<file path="src/rtl/fsp_pkg.sv">
`timescale 1ns / 1ps

package fsp_pkg;

   localparam int MEM_WORDS_DEFAULT = 1024;
   localparam int REG_COUNT_DEFAULT = 8;

   localparam logic [31:0] NOOP_WORD = 32'h01c0_0000;

   localparam logic [2:0] OP_ADD  = 3'd0;
   localparam logic [2:0] OP_NOR  = 3'd1;
   localparam logic [2:0] OP_LW   = 3'd2;
   localparam logic [2:0] OP_SW   = 3'd3;
   localparam logic [2:0] OP_BEQ  = 3'd4;
   localparam logic [2:0] OP_JALR = 3'd5;
   localparam logic [2:0] OP_HALT = 3'd6;
   localparam logic [2:0] OP_NOOP = 3'd7;

   localparam logic OPER_PRELOAD = 1'b0;
   localparam logic OPER_TICK    = 1'b1;

   typedef struct packed {
      logic stall;
      logic flush;
   } fsp_ctrl_type;

   function automatic logic [2:0] op_of(input logic [31:0] w);
      return w[24:22];
   endfunction

   function automatic logic [2:0] ra_of(input logic [31:0] w);
      return w[21:19];
   endfunction

   function automatic logic [2:0] rb_of(input logic [31:0] w);
      return w[18:16];
   endfunction

   // Whether the instruction writes a register when it retires.
   function automatic logic writes_reg(input logic [31:0] w);
      return (op_of(w) == OP_ADD) || (op_of(w) == OP_NOR) || (op_of(w) == OP_LW);
   endfunction

   function automatic logic [2:0] wreg_of(input logic [31:0] w);
      return (op_of(w) == OP_LW) ? w[18:16] : w[2:0];
   endfunction

endpackage

</file>
<file path="src/rtl/fsp_hazard.sv">
`timescale 1ns / 1ps

module fsp_hazard (
   input  logic [31:0]           fd_instr,
   input  logic [31:0]           dx_instr,
   input  logic [31:0]           xm_instr,
   input  logic                  xm_equal,
   input  logic [31:0]           mw_instr,
   input  logic [31:0]           we_instr,
   input  logic [31:0]           dx_operand_a,
   input  logic [31:0]           dx_operand_b,
   input  logic [31:0]           xm_alu_value,
   input  logic [31:0]           mw_value,
   input  logic [31:0]           we_value,
   output logic [31:0]           fwd_a,
   output logic [31:0]           fwd_b,
   output fsp_pkg::fsp_ctrl_type ctrl
);
   import fsp_pkg::*;

   logic [2:0] fop;
   logic [2:0] xop;
   logic [2:0] target;

   // Load-use detection and the taken-branch flush.
   always_comb begin
      fop = op_of(fd_instr);
      xop = op_of(xm_instr);
      target = rb_of(dx_instr);
      ctrl.stall = 1'b0;
      if (op_of(dx_instr) == OP_LW) begin
         case (fop)
            OP_ADD, OP_NOR, OP_SW, OP_BEQ: begin
               ctrl.stall = (target == ra_of(fd_instr)) || (target == rb_of(fd_instr));
            end
            OP_LW: begin
               ctrl.stall = (target == ra_of(fd_instr));
            end
            default: begin
               ctrl.stall = 1'b0;
            end
         endcase
      end
      ctrl.flush = (xop == OP_BEQ) && xm_equal;
   end

   // Oldest producer first so that the youngest one wins.
   always_comb begin
      fwd_a = dx_operand_a;
      fwd_b = dx_operand_b;
      if (writes_reg(we_instr)) begin
         if (wreg_of(we_instr) == ra_of(dx_instr)) fwd_a = we_value;
         if (wreg_of(we_instr) == rb_of(dx_instr)) fwd_b = we_value;
      end
      if (writes_reg(mw_instr)) begin
         if (wreg_of(mw_instr) == ra_of(dx_instr)) fwd_a = mw_value;
         if (wreg_of(mw_instr) == rb_of(dx_instr)) fwd_b = mw_value;
      end
      if (op_of(xm_instr) == OP_ADD || op_of(xm_instr) == OP_NOR) begin
         if (xm_instr[2:0] == ra_of(dx_instr)) fwd_a = xm_alu_value;
         if (xm_instr[2:0] == rb_of(dx_instr)) fwd_b = xm_alu_value;
      end
   end

endmodule

</file>
<file path="config.mk">
export PLATFORM = sky130hd
export DESIGN_NAME = fsp_hazard
export DESIGN_NICKNAME = d
export VERILOG_FILES = /design/src/rtl/fsp_pkg.sv /design/src/rtl/fsp_hazard.sv
export SDC_FILE = /design/constraint.sdc
export NUM_CORES = 1
export LEC_CHECK = 0
export BUFFER_PORTS_ARGS = -buffer_cell sky130_fd_sc_hd__buf_4
export CAP_MARGIN = 20
export CORE_AREA = 2 2 152 154
export DETAILED_ROUTE_END_ITERATION = 7
export DIE_AREA = 0 0 154 156
export SLEW_MARGIN = 25
export SYNTH_ARGS = -nofsm -noshare
export SYNTH_HDL_FRONTEND = slang
export SYNTH_SLANG_ARGS = --single-unit
</file>
<file path="constraint.sdc">
create_clock -name vclk -period 4.4
set_input_delay 0.44 -clock vclk [all_inputs]
set_output_delay 0.44 -clock vclk [all_outputs]
set_load 0.005 [all_outputs]
</file>
==> results of run 1 <==
## layout make-up
cell class | instances | area [µm²] | area share [%]
Tap cell | 285 | 357 | 6.85
Multi-Input combinational cell | 359 | 2670 | 51.2
Timing Repair Buffer | 286 | 2170 | 41.7
Inverter | 3 | 11.3 | 0.216
## cell usage after synthesis (3+ instances only)
library cell  instances
mux2i_1               3
buf_6                 7
inv_1                 3
a221oi_2             60
clkbuf_1             20
xor2_1               12
a221oi_1              4
nor2b_1              35
buf_2                21
or3_1                 4
a211oi_1              3
a21oi_1               3
nor2_1               71
nand2_1              65
xnor2_1              12
o31ai_1              64
## worst max path at each step
stage / startpoint / endpoint / slack (ns) / cells after the start
2_1_floorplan: we_instr[24] / fwd_b[0] / 1.67 / 9
3_3_place_gp: we_instr[24] / fwd_a[13] / 0.66 / 9
3_5_place_dp: we_instr[24] / fwd_a[13] / 0.67 / 9
4_1_cts: we_instr[24] / fwd_a[13] / 0.68 / 9
5_1_grt: mw_instr[24] / fwd_b[13] / 0.52 / 9
6_report: we_instr[24] / fwd_a[13] / 0.69 / 9
## stage by stage
stage                     hold slack (ns)  std cells  setup slack [ns]
after global placement               1.13        933             0.664
after detailed placement             1.14        933             0.673
after floorplan                     0.913        410              1.67
final                                1.13        933             0.686
after CTS                            1.14        933             0.676
after global routing                 1.16        933             0.515
## critical path, stage by stage
cell and delay (ns):
buf_4 0.28, or3b_4 0.50, mux2i_4 0.22, xnor2_1 0.17
or3_2 0.75, buf_12 0.30, a221oi_2 0.33, o31ai_1 0.11
buf_4 0.16
## per-layer routing
metal	global-route usage, %	vias up
met4	1.74	0
met2	23.8	216
met5	0	-
met3	1.39	11
met1	16.4	1986
li1	-	2038
## power groups by stage
stage                     logic, mW  clock network (mW)  registers [mW]
after floorplan               0.254                   0               0
after global placement        0.580                   0               0
after detailed placement      0.585                   0               0
after CTS                     0.587                   0               0
after global routing          0.626                   0               0
final                         0.583                   0               0
## cells by family (layout without fill, tap and decap cells)
| group | count (synthesis) | count (layout) |
|---|---|---|
| AO/OA/AOI/OAI | 143 | 143 |
| buffers and inverters | 51 | 289 |
| multiplexers | 4 | 4 |
| XOR/XNOR | 24 | 24 |
| AND/OR/NAND/NOR | 188 | 188 |
==> summary.txt, run 1 <==
Timing
  • Slew Limit Headroom: a little under half
  • RSZ-0062 raised after global routing: no
  • Fin Setup TNS: 0 ns
  • Pins over their slew limit: 0
  • # setup viols final: 0
  • Final hold violation count: 0
  • Final period util: about 84%
  • Crit path time final: about 3.7 ns
  • Worst-Margin Slew: roughly 0.8 ns
  • Max frequency: 0.269 GHz

Synth
  • Post-synthesis xor/xnor area fraction: 7.26%
  • Distinct cell type count after synthesis: 31
  • Avg Inst Size Synth: a little over 7 µm²
  • Compound-gate portion of the synthesized area: 52.4%
  • Simple-gate portion of the synthesized area: between 20% and 30%
  • Synth top area share: between 30% and 40%
  • Register area share after synthesis: 0%
  • Post-Synth Adder-Cell Area: 0%
  • Mux share of post-synthesis cell area: 1.82%
  • Synth top area cells: a221oi_2, o31ai_1, nor2_1
  • Synth Cell Area: a little under 3000 µm²
  • Dominant cell type by area after synthesis: a221oi_2
  • Mapped Cells: about 400
  • Syn Nets: 731
  • Main combinational cell family by area after synthesis: compound AO/OA/AOI/OAI gates
  • Warnings, synthesis: 0

Drt
  • Routed vias/inst: between 4 and 5
  • Met1 Routed Length: between 6 and 7 mm
  • Drt wl/cell: around 18 µm
  • DRT iter0 DRCs: roughly 220
  • Routed met3 length: around 1.1 mm
  • Max Used Layer: met4
  • Final wirelength: approximately 17 mm
  • Met2 wire length: 8.59 mm
  • DRT Pass-1 Iters: 6
  • DRC: 0
  • Post-route ant nets: 0
  • Via count: between 4000 and 5000

Critical path
  • CP Class: input pin to output pin
  • Arrival @ worst endpoint: between 3 and 4 ns
  • Critical path launch point type: input pin
  • Required time of the critical path: 3.96 ns
  • Critical Path Fanout Max: 37
  • CP Capture Type: output pin

Final layout
  • Filler cells: around 2500
  • Post-layout util: 23.3%
  • Fin nets: 971
  • FF+latch area: 0 µm²
  • Commonest non-fill, non-tap cells in the layout: buf_4, nor2_1, nand2_1, o31ai_1, a221oi_2
  • Final Instance Area: 5200 µm²
  • Leading cell type in the layout, fill and taps excluded: buf_4
  • N_diodes: 0
  • Number of sequential cells: 0
  • Share of layout cells above drive strength 1: between 50% and 60%
  • Clock buffer count: 0
  • Synthesis-to-finish area growth: 79.8%

GRT
  • Vias in the first global route: 4296
  • Total congestion overflow: 0
  • Pin count of the biggest net entering global routing: 38
  • Global-route wire length before repair: 24.7 mm
  • Initial antenna violation count: 0
  • Total track usage: roughly 13%

Power and ir drop
  • Sequential power share: 0%
  • Leakage power: about 2.1 nW
  • Int Pwr: 327 µW
  • Total power: roughly 580 µW
  • Clock network power share: 0%
  • Switching share of total power: between 40% and 50%
  • Worst IR drop on VDD: 0.0380 mV
  • Net switching power: around 260 µW
  • Combinational share of power: 100.0%
  • Pwr/cell area: ~110 nW/µm²

Floorplan
  • Die height: 156 µm
  • Row Count: 55
  • Initial core utilization: 12.9%
  • Die Wd: 154 µm
  • I/O pins: 387
  • Die area: ~24000 µm²
  • Core Area: 22400 µm²

Clocking
  • Post-CTS Setup Repair Bufs: 0
  • CTS resizes: 0
  • Hold-fix buffers, CTS: 0

Placed design
  • DP HPWL: 12.8 mm
  • Placer Congestion: around 0.78
  • IO Port Bufs: approximately 270
  • DP Area: between 5000 and 6000 µm²

Outcome
  • Status: completed

Worst hold path
  • Worst hold-check path type: input pin to output pin
  • Hold Path Cell Cnt: 3
  • Hold Crit Endpoint: ctrl[0]
  • Hold Path Origin: xm_instr[22]

Job
  • Max-Cap Viols: 0
No activity file was read; power rests on OpenSTA's default activity.
==> run 2: changes to the inputs <==
- CORE_AREA: 2 2 152 154 -> 2 2 149 151
- DIE_AREA: 0 0 154 156 -> 0 0 151 153
- clock period: 4.4 -> 3.6 ns (I/O delays scaled with it)
==> run 2 against run 1 <==
Compared with the run above: design area increased by 0.50%; combinational power is 22% higher; routed wire length decreased by 2.1%; die area decreased by 3.8%; core utilization up 1.1 points; final cell count unchanged; hold slack worse by 0.17 ns; clock-buffer cell count did not move; first-iteration DRC count decreased by 19%; setup slack got worse by 0.31 ns; total power grew 22%; highest routed layer unchanged.
==> summary.txt, run 2 (same netlist as run 1, synthesis figures left out) <==
Outcome
  • Status: completed (unchanged)

Worst hold path
  • Hold Path Origin: xm_instr[22] (unchanged)
  • Worst hold-check path type: input pin to output pin (unchanged)

Floorplan
  • Initial core utilization: 13.5% (was 12.9%)
  • I/O pins: 387 (unchanged)
  • Die Wd: 151 µm (was 154 µm)
  • Row Count: 54 (was 55)
  • Core Area: 21500 µm² (was 22400 µm²)
  • Die area: 23100 µm² (was 24000 µm²)
  • Die height: 153 µm (was 156 µm)

Final layout
  • Leading cell type in the layout, fill and taps excluded: buf_4 (unchanged)
  • FF+latch area: 0 µm² (unchanged)
  • Post-layout util: 24.3% (was 23.3%)
  • Commonest non-fill, non-tap cells in the layout: buf_4, nor2_1, nand2_1, o31ai_1, a221oi_2 (unchanged)
  • Fin nets: 975 (was 971)
  • Clock buffer count: 0 (unchanged)
  • Share of layout cells above drive strength 1: 55.4% (was 55.1%)
  • Synthesis-to-finish area growth: 80.7% (was 79.8%)
  • Number of sequential cells: 0 (unchanged)
  • Layout Cells excl Fill: 933 (unchanged)

Timing
  • Max frequency: 0.310 GHz
  • Worst-Margin Slew: 0.656 ns (was 0.786 ns)
  • # setup viols final: 0 (unchanged)
  • Slew Limit Headroom: 56.3% (was 47.6%)
  • RSZ-0062 raised after global routing: no (unchanged)
  • Final period util: between 80% and 90%
  • Fin Setup TNS: 0 ns (unchanged)
  • Crit path time final: approximately 3.2 ns
  • Pins over their slew limit: 0 (unchanged)
  • Final hold violation count: 0 (unchanged)

Clocking
  • CTS resizes: 0 (unchanged)
  • Post-CTS Setup Repair Bufs: 0 (unchanged)
  • Hold-fix buffers, CTS: 0 (unchanged)

GRT
  • GR met3 Demand/Resource: 2.81% (was 1.39%)
  • Vias in the first global route: 4202 (was 4296)
  • Total congestion overflow: 0 (unchanged)
  • Pin count of the biggest net entering global routing: 37 (was 38)
  • Met1 Usage GRT: 15.6% (was 16.4%)
  • Total track usage: 12.9% (about the same)
  • Initial antenna violation count: 1 (was 0)
  • GRT met2 Usage: 23.9% (was 23.8%)
  • Most Crowded Layer GR: met2 (unchanged)
  • Global-route wire length before repair: 23.5 mm (was 24.7 mm)

Placed design
  • DP HPWL: 12.9 mm (was 12.8 mm)
  • Cells after DPL: 932 (was 933)
  • IO Port Bufs: 269 (unchanged)
  • Placer Congestion: 0.784 (was 0.779)

Power and ir drop
  • Leakage power: 2.09 nW (was 2.07 nW)
  • Pwr/cell area: 136 nW/µm² (was 112 nW/µm²)
  • Total power: 713 µW (was 583 µW)
  • Worst IR drop on VDD: 0.0472 mV (was 0.0380 mV)

Drt
  • Post-route ant nets: 0 (unchanged)
  • Drt wl/cell: 17.6 µm (was 18.0 µm)
  • DRT Pass-1 Iters: 4 (was 6)
  • DRC: 0 (unchanged)
  • Routed vias/inst: 4.52 (was 4.56)
  • Final wirelength: 16.4 mm (was 16.8 mm)
  • Via count: 4217 (was 4251)
  • DRT iter0 DRCs: 178 (was 221)

Critical path
  • Arrival @ worst endpoint: 2.86 ns (was 3.27 ns)
  • Critical Path Fanout Max: 32 (was 37)
  • CP Class: input pin to output pin (unchanged)
  • CP Launch Point: we_instr[24] (unchanged)
  • CP Capture Type: output pin (unchanged)
  • Critical path launch point type: input pin (unchanged)
  • Required time of the critical path: 3.24 ns (was 3.96 ns)

Job
  • Max-Cap Viols: 0 (unchanged)
[run 2: changes by cell type in the layout (fill, tap and decap cells not counted)]
cell	change
buf_4	+4
diode_2	+1
[run 2: final timing paths]
path               endpoint  slack, ns  depth (start not counted)
hold / removal      ctrl[0]       0.97                          3
setup / recovery  fwd_b[13]       0.38                         10
[run 2: cell type report]
cell class / count / area (µm²)
diodes: 1 / 2.50
fillers: 2383 / 16300
inverters: 3 / 11.3
multi-input cells: 359 / 2670
well taps: 280 / 350
repair buffers: 290 / 2200
[run 2: where the power goes]
group	switching, mW	internal (mW)
Clock	0	0.0000000372
Combinational	0.310	0.403
Sequential	0	0
Total	0.310	0.403
[run 2: critical path, stage by stage]
cell       delay, ns
buf_4           0.12
buf_4           0.19
nor4bb_1        0.39
o2bb2ai_1       0.16
o21ai_1         0.12
or3_2           0.46
buf_4           0.34
a221oi_2        0.39
o31ai_1         0.14
buf_4           0.17
[run 2: through the flow]
step,hold WS [ns],instance area [µm²],worst slack [ns]
CTS,0.967,5230,0.377
finish,0.965,5230,0.378
global route,0.972,5230,0.262
floorplan,0.753,2900,1.03
detailed placement,0.967,5230,0.379
global placement,0.965,5230,0.384
[run 2: layer usage]
layer  share of wire, %  wire [µm]  vias up
met1                 41       6690     1972
met2                 49       8100      188
met3                8.9       1460       12
li1                   -          -     2045
met5                  0          0        -
met4                1.1        177        0
